[config.mk]
export PLATFORM = sky130hd
export DESIGN_NAME = texture_twiddle_address_gen_top
export DESIGN_NICKNAME = d
export VERILOG_FILES = /design/src/hdl/ttag_pkg.sv /design/src/hdl/texture_twiddle_address_gen_top.sv /design/src/hdl/ttag_index.sv
export VERILOG_INCLUDE_DIRS = /design/src /design/src/hdl
export SDC_FILE = /design/constraint.sdc
export NUM_CORES = 1
export LEC_CHECK = 0
export BUFFER_PORTS_ARGS = -buffer_cell sky130_fd_sc_hd__buf_2
export CORE_MARGIN = 5
export CORE_UTILIZATION = 55
export DETAILED_ROUTE_END_ITERATION = 10
export GPL_TIMING_DRIVEN = 1
export PLACE_DENSITY = 0.74
export SYNTH_ARGS = -nofsm -noshare
export SYNTH_HDL_FRONTEND = slang
export SYNTH_SLANG_ARGS = --single-unit
[constraint.sdc]
create_clock -name clk -period 18.7 [get_ports clk]
set_input_delay 1.87 -clock clk [delete_from_list [all_inputs] [get_ports clk]]
set_output_delay 1.87 -clock clk [all_outputs]
set_load 0.02 [all_outputs]
[src/hdl/texture_twiddle_address_gen_top_macros.svh]
// ----------------------------------------------------------------------------
// texture twiddle address generator assertion macros
// shared concurrent assertion forms, clocked on clk
// ----------------------------------------------------------------------------
`ifndef TEXTURE_TWIDDLE_ADDRESS_GEN_TOP_MACROS_SVH
`define TEXTURE_TWIDDLE_ADDRESS_GEN_TOP_MACROS_SVH

// checked outside reset only
`define TTAG_ASSERT(label, prop, msg) \
  label: assert property (@(posedge clk) disable iff (rst) prop) else $error(msg);

// checked at every edge, reset included
`define TTAG_ASSERT_ALWAYS(label, prop, msg) \
  label: assert property (@(posedge clk) prop) else $error(msg);

`endif

[src/hdl/ttag_pkg.sv]
// ----------------------------------------------------------------------------
// ttag_pkg
// shared widths, register codes and types of the twiddle address generator
// ----------------------------------------------------------------------------
package ttag_pkg;

  localparam int MAX_SIDE_LOG2 = 10;
  localparam int PIXEL_BITS    = 16;

  localparam int CNT_W = MAX_SIDE_LOG2;
  localparam int IDX_W = 2 * MAX_SIDE_LOG2;
  localparam int LOG_W = 4;
  localparam int PIX_W = 16;

  localparam logic [LOG_W-1:0] LOG2_MAX   = LOG_W'(MAX_SIDE_LOG2);
  localparam logic [LOG_W-1:0] LOG2_RESET = LOG_W'(3);

  // configuration register indexes
  localparam logic REG_WIDTH_LOG2  = 1'b0;
  localparam logic REG_HEIGHT_LOG2 = 1'b1;

  // pixel mask for narrower pixel configurations
  localparam logic [PIX_W-1:0] PIX_MASK =
    (PIXEL_BITS >= PIX_W) ? {PIX_W{1'b1}} : PIX_W'((1 << PIXEL_BITS) - 1);

  typedef struct packed {
    logic [IDX_W-1:0] index;
    logic             last;
    logic [CNT_W-1:0] col_next;
    logic [CNT_W-1:0] row_next;
  } ttag_step_t;

endpackage

[src/hdl/texture_twiddle_address_gen_top.sv]
// ----------------------------------------------------------------------------
// texture_twiddle_address_gen_top
// pairs raster-order texture pixels with their twiddled element index
// ----------------------------------------------------------------------------
// usage:
//   pixels enter on in_valid/in_ready/pixel_in in raster order, one item per
//   pixel. each item comes back on out_valid/out_ready with twiddled_index,
//   pixel_out and last_of_image, which marks the final pixel of the texture.
//   width_log2 and height_log2 are set through cfg_write/cfg_index/cfg_data
//   while no item is in flight; values above 10 saturate to 10.
//   out_valid rises in the cycle after acceptance. throughput is one item
//   per cycle: the index is formed from the column and row counters in one
//   combinational pass into the result register, and in_ready stays high
//   while that register is empty or being taken.
//   when the receiver stalls, the result register holds and in_ready drops
//   until the item is taken.
//   reset clears the counters and out_valid (not the result payload) and sets both log2
//   registers to 3 (an 8x8 texture). counters wrap to zero after the last
//   pixel.
// ----------------------------------------------------------------------------
`include "texture_twiddle_address_gen_top_macros.svh"

module texture_twiddle_address_gen_top
  import ttag_pkg::*;
(
  input  logic             clk,
  input  logic             rst,
  input  logic             in_valid,
  output logic             in_ready,
  input  logic [PIX_W-1:0] pixel_in,
  output logic             out_valid,
  input  logic             out_ready,
  output logic [IDX_W-1:0] twiddled_index,
  output logic [PIX_W-1:0] pixel_out,
  output logic             last_of_image,
  input  logic             cfg_write,
  input  logic             cfg_index,
  input  logic [LOG_W-1:0] cfg_data
);

  logic [LOG_W-1:0] width_log2, height_log2;
  logic [CNT_W-1:0] column_count, row_count;
  ttag_step_t       step;
  logic             accept;

  assign in_ready = !out_valid || out_ready;
  assign accept   = in_valid && in_ready;

  ttag_index u_index (
    .column_count (column_count),
    .row_count    (row_count),
    .width_log2   (width_log2),
    .height_log2  (height_log2),
    .step         (step)
  );

  always_ff @(posedge clk) begin
    if (rst) begin
      width_log2  <= LOG2_RESET;
      height_log2 <= LOG2_RESET;
    end else if (cfg_write) begin
      unique case (cfg_index)
        REG_WIDTH_LOG2:  width_log2  <= cfg_data;
        REG_HEIGHT_LOG2: height_log2 <= cfg_data;
        default:         ;
      endcase
    end
  end

  always_ff @(posedge clk) begin
    if (rst) begin
      column_count <= '0;
      row_count    <= '0;
      out_valid    <= 1'b0;
    end else begin
      if (accept) begin
        column_count <= step.col_next;
        row_count    <= step.row_next;
        out_valid    <= 1'b1;
      end else if (out_ready) begin
        out_valid <= 1'b0;
      end
    end
  end

  // result payload
  always_ff @(posedge clk) begin
    if (accept) begin
      twiddled_index <= step.index;
      pixel_out      <= pixel_in & PIX_MASK;
      last_of_image  <= step.last;
    end
  end

  `TTAG_ASSERT_ALWAYS(a_reset_clears, rst |=> !out_valid && column_count == '0 && row_count == '0, "reset did not clear counters and result")
  `TTAG_ASSERT(a_accept_fills, accept |=> out_valid, "accepted item gave no result")
  `TTAG_ASSERT(a_last_wraps, accept && step.last |=> column_count == '0 && row_count == '0, "counters did not wrap after last pixel")
  `TTAG_ASSERT(a_idle_holds, !accept |=> $stable(column_count) && $stable(row_count), "counters moved without an item")

endmodule

[src/hdl/ttag_index.sv]
// ----------------------------------------------------------------------------
// ttag_index
// morton index of the current raster position and the next counter values
// ----------------------------------------------------------------------------
module ttag_index
  import ttag_pkg::*;
(
  input  logic [CNT_W-1:0] column_count,
  input  logic [CNT_W-1:0] row_count,
  input  logic [LOG_W-1:0] width_log2,
  input  logic [LOG_W-1:0] height_log2,
  output ttag_step_t       step
);

  logic [LOG_W-1:0] wl, hl, ml;
  logic [CNT_W:0]   wspan, hspan, tspan;
  logic [CNT_W-1:0] wmax, hmax, tmask;
  logic [CNT_W-1:0] col, row, col_t, row_t;
  logic [CNT_W:0]   tile;
  logic [IDX_W-1:0] inter, tile_sh;
  logic             last_col;

  // log2 values above range saturate
  assign wl = (width_log2  > LOG2_MAX) ? LOG2_MAX : width_log2;
  assign hl = (height_log2 > LOG2_MAX) ? LOG2_MAX : height_log2;
  assign ml = (wl < hl) ? wl : hl;

  assign wspan = (CNT_W+1)'(1) << wl;
  assign hspan = (CNT_W+1)'(1) << hl;
  assign tspan = (CNT_W+1)'(1) << ml;
  assign wmax  = CNT_W'(wspan - (CNT_W+1)'(1));
  assign hmax  = CNT_W'(hspan - (CNT_W+1)'(1));
  assign tmask = CNT_W'(tspan - (CNT_W+1)'(1));

  // counters may exceed a newly written size, keep only the low bits
  assign col   = column_count & wmax;
  assign row   = row_count & hmax;
  assign col_t = col & tmask;
  assign row_t = row & tmask;

  // row bits on even positions, column bits on odd positions
  always_comb begin
    inter = '0;
    for (int i = 0; i < CNT_W; i++) begin
      inter[2*i]   = row_t[i];
      inter[2*i+1] = col_t[i];
    end
  end

  assign tile    = (CNT_W+1)'(col >> ml) + (CNT_W+1)'(row >> ml);
  assign tile_sh = IDX_W'(tile) << {ml, 1'b0};

  assign last_col = (col == wmax);

  always_comb begin
    step.index = inter + tile_sh;
    step.last  = last_col && (row == hmax);
    if (last_col) begin
      step.col_next = '0;
      step.row_next = step.last ? '0 : row + CNT_W'(1);
    end else begin
      step.col_next = col + CNT_W'(1);
      step.row_next = row;
    end
  end

endmodule
## Word-level counts from Yosys, hierarchy flattened

Index checks and enable logic that the tools add are counted.

- $add $sub $neg: 7
- Order comparisons: 3
- Equal/unequal tests: 2
- Shift operators: 6
- Muxes and demuxes: 7
- Bitwise operators: 5
- Reductions and logical operators: 7

Operator list:

| kind | count |
|---|---|
| bitwise AND 10 bit | 4 |
| left shift 1 x 4 -> 10 bit, first input constant | 3 |
| subtractor 10 x 1 -> 10 bit, second input constant | 3 |
| right shift 10 x 4 -> 11 bit | 2 |
| adder 10 x 1 -> 10 bit, second input constant | 2 |
| adder 20 bit | 1 |
| == test 10 bit | 2 |
| 2-to-1 mux 20 bit | 1 |
| left shift 11 x 5 -> 20 bit | 1 |
| 2-to-1 mux 4 bit | 3 |
| adder 11 bit | 1 |
| 2-to-1 mux 10 bit | 1 |
| greater-than comparator 4 bit, second input constant | 2 |
| < comparator 4 bit | 1 |
| AND reduction 2 bit | 2 |
| logical AND 1 bit | 2 |
| 2-to-1 mux 1 bit | 2 |
| nonzero test 2 bit | 1 |
| logical NOT 1 bit | 1 |
| logical OR 1 bit | 1 |
| inverter 1 bit | 1 |

- Flip-flop bits (word level): 66
- Bits of input ports: 26
- Word-level logic and storage cells: 45

## Depth between registers and ports, before layout

Gate-level depths: netlist of the first run.

- Depth after elaboration: 9
- Gate-level depth with buffers: 34

## Cells and area by module

Synthesis of the first run repeated with hierarchy kept, for this count alone.

- Cell total of the unflattened synthesis: 760
- Area, all modules: 6219.7 um^2

By module, submodules not included:

| module | times used | cells an instance | area an instance (um^2) |
|---|---|---|---|
| ttag_index | 1 | 596 | 3822.4 |
| texture_twiddle_address_gen_top | 1 | 164 | 2397.3 |

## Least setup slack after synthesis of the first run

No wires, ideal clock.

- Path type: register to register
- Start: register height_log2[2]
- End: register twiddled_index[19] (data pin)
- Arrival time: 6.422 ns
- Data required time: 18.439 ns
- Path slack: 12.017 ns
- Stages on the path, launching flop included: 28
- Buffers on the path: 2
- Period minus slack after synthesis: 6.683 ns
- Path through: dfxtp_1 > clkbuf_1 > nand2_1 > ha_1 > o21ba_2 > or2_2 > o21ai_2 > mux2i_2 > clkbuf_1 > a211oi_1 > o31a_1 > ha_1 > fa_1 > a21o_1 > a21oi_1 > o21a_1 > o21ai_0 > and3_1 > o31ai_1 > o211ai_1 > a21oi_1 > ha_1 > o21a_1 > o21ai_0 > o311a_1 > or3_1 > o21ai_0 > xnor2_1

RTL lines:

| element | line | source |
|---|---|---|
| from (decl) | texture_twiddle_address_gen_top.sv:41 | `logic [LOG_W-1:0] width_log2, height_log2;` |
| from (signal assigned) | texture_twiddle_address_gen_top.sv:64 | `REG_HEIGHT_LOG2: height_log2 <= cfg_data;` |
| to (signal assigned) | texture_twiddle_address_gen_top.sv:89 | `twiddled_index <= step.index;` |
| to (decl) | texture_twiddle_address_gen_top.sv:33 | `output logic [IDX_W-1:0] twiddled_index,` |

==> results of run 1 <==
final cells by class:
type                            count  area share [%]
Multi-Input combinational cell    613            62.1
Sequential cell                    66            25.8
Timing Repair Buffer               71            5.68
Tap cell                          140            2.67
Clock buffer                        9            1.89
Inverter                           22            1.26
Clock inverter                      7           0.686
power by group through the flow:
stage	Combinational [W]	Sequential, W	Clock (W)
after CTS	0.000143	0.000170	0.000110
after detailed placement	0.000141	0.000173	0
after global routing	0.000157	0.000171	0.000118
after floorplan	0.000103	0.000180	0
final	0.000145	0.000170	0.000108
after global placement	0.000138	0.000173	0
worst paths after layout:
check	from	end	slack (ns)	cells past startpoint
setup / recovery	width_log2[3]$_SDFFE_PP0P_	twiddled_index[19]$_DFFE_PP_	10.17	29
hold / removal	row_count[9]$_SDFFE_PP0P_	row_count[9]$_SDFFE_PP0P_	0.47	2
setup reg to reg	width_log2[3]$_SDFFE_PP0P_	twiddled_index[19]$_DFFE_PP_	10.17	29
hold reg to reg	row_count[9]$_SDFFE_PP0P_	row_count[9]$_SDFFE_PP0P_	0.47	2
layout by cell type, fill, tap and decap left out, drive strengths merged, types with 29 or more instances in the layout:
cell type and instances:
nor2 95, nand2 72, buf 71, a21oi 55
o21ai 44, ha 38, edfxtp 37, xnor2 29
dfxtp 29, nor3 29
layer usage:
layer	share of wire (%)	up-vias	GRT usage, %
met3	6.8	46	4.16
met4	2.9	0	10.5
met1	44	2722	32.4
met5	0	-	0
li1	-	2789	-
met2	47	259	40.3
registers in the layout (all words and copies together) (netlist names):
| register | cells |
|---|---|
| out_valid | 1 |
| last_of_image | 1 |
| width_log2 | 4 |
| column_count | 10 |
| pixel_out | 16 |
| height_log2 | 4 |
| twiddled_index | 20 |
| row_count | 10 |
kinds of logic (layout without fill, tap and decap cells):
logic type               count (synthesis)  count (layout)  share of synthesized area (%)
buffers and inverters                   65             109                           4.88
XOR/XNOR                                41              41                           5.93
flip-flops                              66              66                           27.9
AO/OA/AOI/OAI                          210             210                           23.5
adder cells (fa/ha/maj)                 40              40                           8.51
AND/OR/NAND/NOR                        290             290                           23.6
multiplexers                            32              32                           5.72
worst min-delay path: cells and delay by family, from the launching register on:
family	cells	cell delay, ns
AO/OA/AOI/OAI	1	0.05
AND/OR/NAND/NOR	1	0.06
flip-flops	1	0.33
through the flow:
| stage | utilization (%) | std cells |
|---|---|---|
| after detailed placement | 59.3 | 912 |
| after global routing | 60.9 | 928 |
| after CTS | 60.9 | 928 |
| after floorplan | - | 744 |
| final | 60.9 | 928 |
| after global placement | 59.3 | 912 |
==> out/metrics.yaml, run 1 <==
fin_worst_skew_ns: 0.00811
ys_top_cells_by_count: "nor2_1, nand2_1, a21oi_1"
maxSlewViolCount: 0
yosys_warnings: 0
chipWidth_um: 115
power-per-cell-area_nw_per_um2: 64.4
min_period_ns: 8.53
clkSinkCount: 66
worstPathArrival_ns: 8.63
synth.cell_area_um2: 6060
min_path_type: "flop to flop"
fmax_mhz: 117
setup-tns-final_ns: 0
cp.required_ns: 18.80
post_cts_buffers: 0
h-tree-depth: 3
post-route-period-util_pct: 45.6
status: "completed"
ant_nets: 0
relSlewSlack_pct: 25.2
cp_slowest_cell: "or2_1"
clockRootBuffer: "clkbuf_8"
drive_gt1_share_pct: 16.1
p_leak_nw: 2.73
max_stage_delay_ns: 0.89
postCtsHoldBufs: 0
p_seq_share_pct: 40.1
dp_slack_ns: 10.29
end_kind: "flop"
synth_area_leaders: "edfxtp_1, dfxtp_1, ha_1, nor2_1, a21oi_1"
seq_area_um2: 1690
peakVddDrop_uv: 37.9
track_usage_pct: 24.7
synthArstFlopShare_pct: 0
drt_iter0_drc: 483
synth_top_area_share_pct: 18.3
synth-edff-count: 37
synthToLayoutAreaGrowth_pct: 8.45
hpwl_um: 12400
synth.distinct_cells: 82
wire_per_inst_um: 17.8
combPwrFrac_pct: 34.3
cp-start-kind: "flop"
antenna_found_initial: 0
avgSynthCellArea_um2: 8.14
cts_tree: "done"
clock_path_buffers: 2
ys_ff_latch: 66
crit_buf_inv: 2
yosysTopAreaCell: "edfxtp_1"
vias: 5816
worst_pin_slew_ns: 1.12
critPathKind: "flop to flop"
antennaDiodeCount: 0
design_area_um2: 6570
internal_power_w: 0.000265
grt_pass1_vias: 5439
setup_viol: 0
sw_frac_of_total_pct: 37.4
ioPinCount: 65
first_pass_iters: 5
yosysMostFrequentCell: "nor2_1"
viasPerCell: 6.27
cts_buffers: 9
hold_violations: 0
rsz0062_at_grt: "false"
synthCells: 744
start_util_pct: 56.1
drc: 0
core.rowCount: 38
die_area_um2: 13200
clock_latency_ns: 0.35
path_max_fanout: 27
overflow: 0
grt_pass1_wl_um: 26500
io_buffers: 64
core-area_um2: 10800
gp_congestion: 0.999
nets: 849
postPlaceCellArea_um2: 6400
cts_resized: 0
whs_ns: 0.472
synthFlopType: "edfxtp_1"
grt_max_degree: 42
clk_pin_slew_ns: 0.08
drt-total-wl_um: 16500
setup_ws_ns: 10.17
crit_family: "compound AO/OA/AOI/OAI gates"
total_power_w: 0.000423
dieHeight_um: 115
synth_nets: 810
p_switching_w: 0.000158
p_clk_share_pct: 25.6
num-fill-cells: 953
multi_input_area_um2: 4080
yosysSeqAreaShare_pct: 27.9
maxCapViolations: 0
Note: power is estimated with default switching activity, not from simulation.
==> run 2: changes to the inputs <==
- ABC_AREA: unset -> 1
- PLACE_DENSITY: 0.74 -> 0.77
- clock period: 18.7 -> 6.9 ns (I/O delays scaled with it)
==> out/metrics.yaml, run 2 <==
min_path_type: "flop to flop"  # unchanged
rsz0062_at_grt: "false"  # unchanged
yosys_warnings: 0  # unchanged
worst_pin_slew_ns: 0.793  # was 1.12 ns
synthCells: 950  # was 744
drc: 0  # unchanged
cp_slowest_cell: "fa_1"  # was or2_1
end_kind: "flop"  # unchanged
grt_pass1_vias: 6161  # was 5439
cts_resized: 0  # unchanged
grt_pass1_wl_um: 28700  # was 26500 um
internal_power_w: 0.00101  # was 0.000265 W
nets: 1070  # was 849
drt-met1-wl_um: 7150  # was 7220 um
relSlewSlack_pct: 47.0  # was 25.2%
ioPinCount: 65  # unchanged
fin_worst_skew_ns: 0.0117  # was 0.00811 ns
synth.cell_area_um2: 6240  # was 6060 um^2
yosysMostFrequentCell: "nand2_1"  # was nor2_1
clkSinkCount: 66  # unchanged
synthFlopType: "edfxtp_1"  # unchanged
core-area_um2: 11000  # was 10800 um^2
maxCapViolations: 0  # unchanged
hpwl_um: 14100  # was 12400 um
p_switching_w: 0.000820  # was 0.000158 W
grt_max_degree: 42  # unchanged
synth_nets: 1016  # was 810
synthToLayoutAreaGrowth_pct: 10.1  # was 8.45%
top_layer_used: "met4"  # unchanged
viasPerCell: 5.76  # was 6.27
regMostFlops: "twiddled_index"  # unchanged
overflow: 0  # unchanged
clock_path_buffers: 2  # unchanged
wl_met2_um: 8390  # was 7670 um
cts_tree: "done"  # unchanged
clock_latency_ns: 0.34  # was 0.35 ns
crit_family: "simple AND/OR/NAND/NOR gates"  # was compound AO/OA/AOI/OAI gates
maxSlewViolCount: 0  # unchanged
synthArstFlopShare_pct: 0  # unchanged
yosysSeqAreaShare_pct: 27.1  # was 27.9%
avgSynthCellArea_um2: 6.56  # was 8.14 um^2
combPwrFrac_pct: 50.6  # was 34.3%
first_pass_iters: 8  # was 5
p_leak_nw: 3.29  # was 2.73 nW
yosysTopAreaCell: "edfxtp_1"  # unchanged
critPathKind: "flop to flop"  # unchanged
h-tree-depth: 3  # unchanged
wire_per_inst_um: 15.6  # was 17.8 um
cp-start-kind: "flop"  # unchanged
drt_iter0_drc: 628  # was 483
largest_reg_flops: 20  # unchanged
worstPathArrival_ns: 6.46  # was 8.63 ns
post_cts_buffers: 0  # unchanged
hold_violations: 0  # unchanged
gp_congestion: 1.03  # was 0.999
layout_common_cells: "nand2_1, inv_1, nor2_1"  # was nor2_1, nand2_1, buf_2
antenna_found_initial: 0  # unchanged
path_max_fanout: 15  # was 27
dieHeight_um: 116  # was 115 um
synth-edff-count: 37  # unchanged
start_util_pct: 56.8  # was 56.1%
synth_area_leaders: "edfxtp_1, nand2_1, dfxtp_1, ha_1, nand3_1"  # was edfxtp_1, dfxtp_1, ha_1, nor2_1, a21oi_1
setup-tns-final_ns: 0  # unchanged
vias: 6615  # was 5816
final_common_cell: "nand2_1"  # was nor2_1
ys_top_cells_by_count: "nand2_1, inv_1, nor2_1"  # was nor2_1, nand2_1, a21oi_1
io_buffers: 64  # unchanged
p_seq_share_pct: 26.6  # was 40.1%
die_area_um2: 13600  # was 13200 um^2
dp.cells: 1133  # was 912
peakVddDrop_uv: 214  # was 37.9 uV
drt-total-wl_um: 18000  # was 16500 um
core.rowCount: 38  # unchanged
ant_nets: 0  # unchanged
synth_top_area_share_pct: 17.8  # was 18.3%
num-fill-cells: 1053  # was 953
max_stage_delay_ns: 0.55  # was 0.89 ns
sw_frac_of_total_pct: 44.9  # was 37.4%
fin_util_pct: 62.5  # was 60.9%
p_clk_share_pct: 22.8  # was 25.6%
postCtsHoldBufs: 0  # unchanged
crit_top_cell: "nand2_1"
finalNonFillerCells: 1149  # was 928
ys_ff_latch: 66  # unchanged
chipWidth_um: 116  # was 115 um
cp.required_ns: 6.98  # was 18.80 ns
status: "completed"  # unchanged
power-per-cell-area_nw_per_um2: 266  # was 64.4 nW/um^2
setup_viol: 0  # unchanged
route.met3.wl_um: 1550  # was 1120 um
track_usage_pct: 26.9  # was 24.7%
clockRootBuffer: "clkbuf_16"  # was clkbuf_8
fmax_mhz: 157  # was 117 MHz
reg_top3: "twiddled_index: 20 flops, pixel_out: 16 flops"  # unchanged
min_period_ns: 6.38  # was 8.53 ns
cts_buffers: 9  # unchanged
antennaDiodeCount: 0  # unchanged
synth.distinct_cells: 48  # was 82
drive_gt1_share_pct: 13.2  # was 16.1%
crit_buf_inv: 7  # was 2
clk_pin_slew_ns: 0.06  # was 0.08 ns
post-route-period-util_pct: 92.5  # was 45.6%
-- run 2: per-layer routing --
metal | track usage (%) | vias up
li1 | - | 3244
met1 | 32.4 | 2984
met2 | 44.6 | 321
met3 | 6.53 | 66
met4 | 13.5 | 0
met5 | 0 | -
-- run 2: worst min-delay path, cell delays in order (launching register included) --
cell,delay [ns]
dfxtp_1,0.31
nand2_1,0.06
a21oi_1,0.06
-- run 2: through the flow --
stage               worst slack [ns]  total power, W  hold slack (ns)  instance area (um^2)
floorplan                       1.66         0.00120            0.438                  6240
global placement               0.538         0.00139            0.453                  6590
detailed placement             0.478         0.00139            0.459                  6590
CTS                            0.428         0.00181            0.476                  6860
global route                  0.0141         0.00195            0.499                  6860
finish                         0.520         0.00183            0.473                  6860
-- run 2: worst paths after layout --
kind / cells past startpoint / endpoint / from / slack (ns)
setup / recovery: 35 / twiddled_index[12]$_DFFE_PP_ / width_log2[1]$_SDFFE_PP1P_ / 0.52
hold / removal: 2 / row_count[0]$_SDFFE_PP0P_ / row_count[0]$_SDFFE_PP0P_ / 0.47
setup reg to reg: 35 / twiddled_index[12]$_DFFE_PP_ / width_log2[1]$_SDFFE_PP1P_ / 0.52
hold reg to reg: 2 / row_count[0]$_SDFFE_PP0P_ / row_count[0]$_SDFFE_PP0P_ / 0.47
-- run 2: cell families after synthesis --
| kind of cell | count (synthesis) | synth area share (%) |
|---|---|---|
| AOI/OAI and AO/OA | 153 | 14.0 |
| xor gates and xnor gates | 29 | 4.07 |
| adders and majority gates | 40 | 8.27 |
| buffers and inverters | 150 | 10.4 |
| DFF | 66 | 27.1 |
| and+or+nand+nor | 512 | 36.2 |
-- run 2: power by group through the flow --
| stage | clock network [W] | logic, W | registers [W] |
|---|---|---|---|
| 2_1_floorplan | 0 | 0.000663 | 0.000539 |
| 3_3_place_gp | 0 | 0.000898 | 0.000493 |
| 3_5_place_dp | 0 | 0.000900 | 0.000494 |
| 4_1_cts | 0.000421 | 0.000907 | 0.000486 |
| 5_1_grt | 0.000441 | 0.00102 | 0.000490 |
| 6_report | 0.000417 | 0.000925 | 0.000485 |
-- run 2: cell type report --
| type | count | area [um^2] | area share [%] |
|---|---|---|---|
| multi-input cells | 734 | 3900 | 56.8 |
| repair buffers | 69 | 358 | 5.21 |
| flip-flops and latches | 66 | 1690 | 24.7 |
| inverters | 124 | 467 | 6.80 |
| clock inverters | 6 | 41.3 | 0.602 |
| clock buffers | 10 | 229 | 3.34 |
| well taps | 140 | 175 | 2.55 |
==> run 3: changes to the inputs <==
- REMOVE_ABC_BUFFERS: unset -> 1
==> out/metrics.yaml, run 3 (synthesis gave the netlist of run 2 again) <==
status: "completed"  # unchanged
setup_viol: 0  # unchanged
ant_nets: 0  # unchanged
whs_ns: 0.466  # was 0.473 ns
drt_iter0_drc: 853  # was 628
drive_gt1_share_pct: 13.9  # was 13.2%
viasPerCell: 5.77  # was 5.76
path_max_fanout: 15  # unchanged
post-route-period-util_pct: 92.0  # was 92.5%
relSlewSlack_pct: 44.8  # was 47.0%
core-area_um2: 11000  # unchanged
reg_top3: "twiddled_index: 20 flops, pixel_out: 16 flops"  # unchanged
die_area_um2: 13600  # unchanged
use_met3_pct: 4.15  # was 6.53%
clkSinkCount: 66  # unchanged
power-per-cell-area_nw_per_um2: 277  # was 266 nW/um^2
track_usage_pct: 27.2  # was 26.9%
peakVddDrop_uv: 185  # was 214 uV
overflow: 0  # unchanged
drc: 0  # unchanged
first_pass_iters: 6  # was 8
grt_pass1_wl_um: 29300  # was 28700 um
min_path_type: "flop to flop"  # unchanged
fin_util_pct: 63.3  # was 62.5%
design_area_um2: 6960  # was 6860 um^2
worst_pin_slew_ns: 0.826  # was 0.793 ns
h-tree-depth: 3  # unchanged
p_switching_w: 0.000841  # was 0.000820 W
total_power_w: 0.00193  # was 0.00183 W
nets: 1072  # was 1070
regMostFlops: "twiddled_index"  # unchanged
wire_per_inst_um: 16.2  # was 15.6 um
max_stage_delay_ns: 0.45  # was 0.55 ns
crit_family: "simple AND/OR/NAND/NOR gates"  # unchanged
maxSlewViolCount: 0  # unchanged
io_buffers: 64  # unchanged
cts_buffers: 9  # unchanged
chipWidth_um: 116  # unchanged
maxCapViolations: 0  # unchanged
antennaDiodeCount: 0  # unchanged
dp_slack_ns: 0.431  # was 0.478 ns
fin_worst_skew_ns: 0.00893  # was 0.0117 ns
clock_path_buffers: 2  # unchanged
min_period_ns: 6.35  # was 6.38 ns
p_seq_share_pct: 25.2  # was 26.6%
grtUsageMet1_pct: 35.8  # was 32.4%
combPwrFrac_pct: 48.8  # was 50.6%
clockRootBuffer: "clkbuf_16"  # unchanged
p_leak_nw: 3.33  # was 3.29 nW
worstPathArrival_ns: 6.44  # was 6.46 ns
largest_reg_flops: 20  # unchanged
postCtsHoldBufs: 0  # unchanged
fmax_mhz: 158  # was 157 MHz
cp.required_ns: 7.00  # was 6.98 ns
clk_pin_slew_ns: 0.06  # about the same
crit_buf_inv: 6  # was 7
vias: 6643  # was 6615
sw_frac_of_total_pct: 43.7  # was 44.9%
grt_use_met2_pct: 44.9  # was 44.6%
cp_slowest_cell: "fa_1"  # unchanged
hpwl_um: 13900  # was 14100 um
grt_max_degree: 43  # was 42
gp_congestion: 0.984  # was 1.03
layout_common_cells: "nand2_1, inv_1, nor2_1"  # unchanged
hold_violations: 0  # unchanged
start_util_pct: 56.8  # unchanged
ioPinCount: 65  # unchanged
core.rowCount: 38  # unchanged
reg2reg_slack_ns: 0.55  # was 0.52 ns
crit_top_cell: "nand2_1"  # unchanged
clock_latency_ns: 0.34  # about the same
synthToLayoutAreaGrowth_pct: 11.5  # was 10.1%
final_common_cell: "nand2_1"  # unchanged
setup_ws_ns: 0.552  # was 0.520 ns
critPathKind: "flop to flop"  # unchanged
antenna_found_initial: 0  # unchanged
internal_power_w: 0.00109  # was 0.00101 W
grt.busiest_layer: "met2"  # unchanged
dieHeight_um: 116  # unchanged
postPlaceCellArea_um2: 6580  # was 6590 um^2
grt_pass1_vias: 6051  # was 6161
p_clk_share_pct: 26.0  # was 22.8%
cts_tree: "done"  # unchanged
drt-total-wl_um: 18700  # was 18000 um
end_kind: "flop"  # unchanged
cp-start-kind: "flop"  # unchanged
run 3: per-layer routing:
layer  wire [um]  up-vias
li1            -     3238
met1        7650     2991
met2        8670      357
met3        1650       57
met4         706        0
met5           0        -
run 3: stage by stage:
step / setup TNS, ns / std cells
final: 0 / 1151
after global routing: -0.0116 / 1151
after CTS: 0 / 1148
after detailed placement: 0 / 1132
after global placement: 0 / 1132
after floorplan: 0 / 924
run 3: worst register-to-register path, delay by kind of cell (launching register included):
family / cells / cell delay (ns)
AOI/OAI and AO/OA: 5 / 0.77
adders and majority gates: 4 / 1.34
buffers and inverters: 6 / 0.75
DFF: 1 / 0.44
and+or+nand+nor: 28 / 2.81
run 3: repair_timing:
action,in CTS,in global routing
buffers inserted,0,1
hold endpoints to repair,0,0
resized for setup,0,6
setup endpoints to repair,0,2
run 3: cell type report:
| type | instances | area, um^2 |
|---|---|---|
| fillers | 1020 | 4030 |
| multi-input cells | 736 | 3940 |
| flip-flops and latches | 66 | 1690 |
| inverters | 124 | 467 |
| repair buffers | 69 | 358 |
| clock buffers | 9 | 225 |
| well taps | 140 | 175 |
| clock inverters | 7 | 100 |
run 3: worst paths after layout:
check | startpoint | depth (start not counted) | end
max | width_log2[1]$_SDFFE_PP1P_ | 43 | twiddled_index[19]$_DFFE_PP_
min reg2reg | column_count[2]$_SDFFE_PP0P_ | 2 | column_count[2]$_SDFFE_PP0P_
min | column_count[2]$_SDFFE_PP0P_ | 2 | column_count[2]$_SDFFE_PP0P_
max reg2reg | width_log2[1]$_SDFFE_PP1P_ | 43 | twiddled_index[19]$_DFFE_PP_
run 3: power groups by stage:
stage               combinational [W]  clock [W]  sequential (W)
floorplan                    0.000625          0        0.000540
global placement             0.000902          0        0.000492
detailed placement           0.000901          0        0.000494
CTS                          0.000912   0.000506        0.000486
global route                  0.00104   0.000524        0.000489
finish                       0.000940   0.000501        0.000485
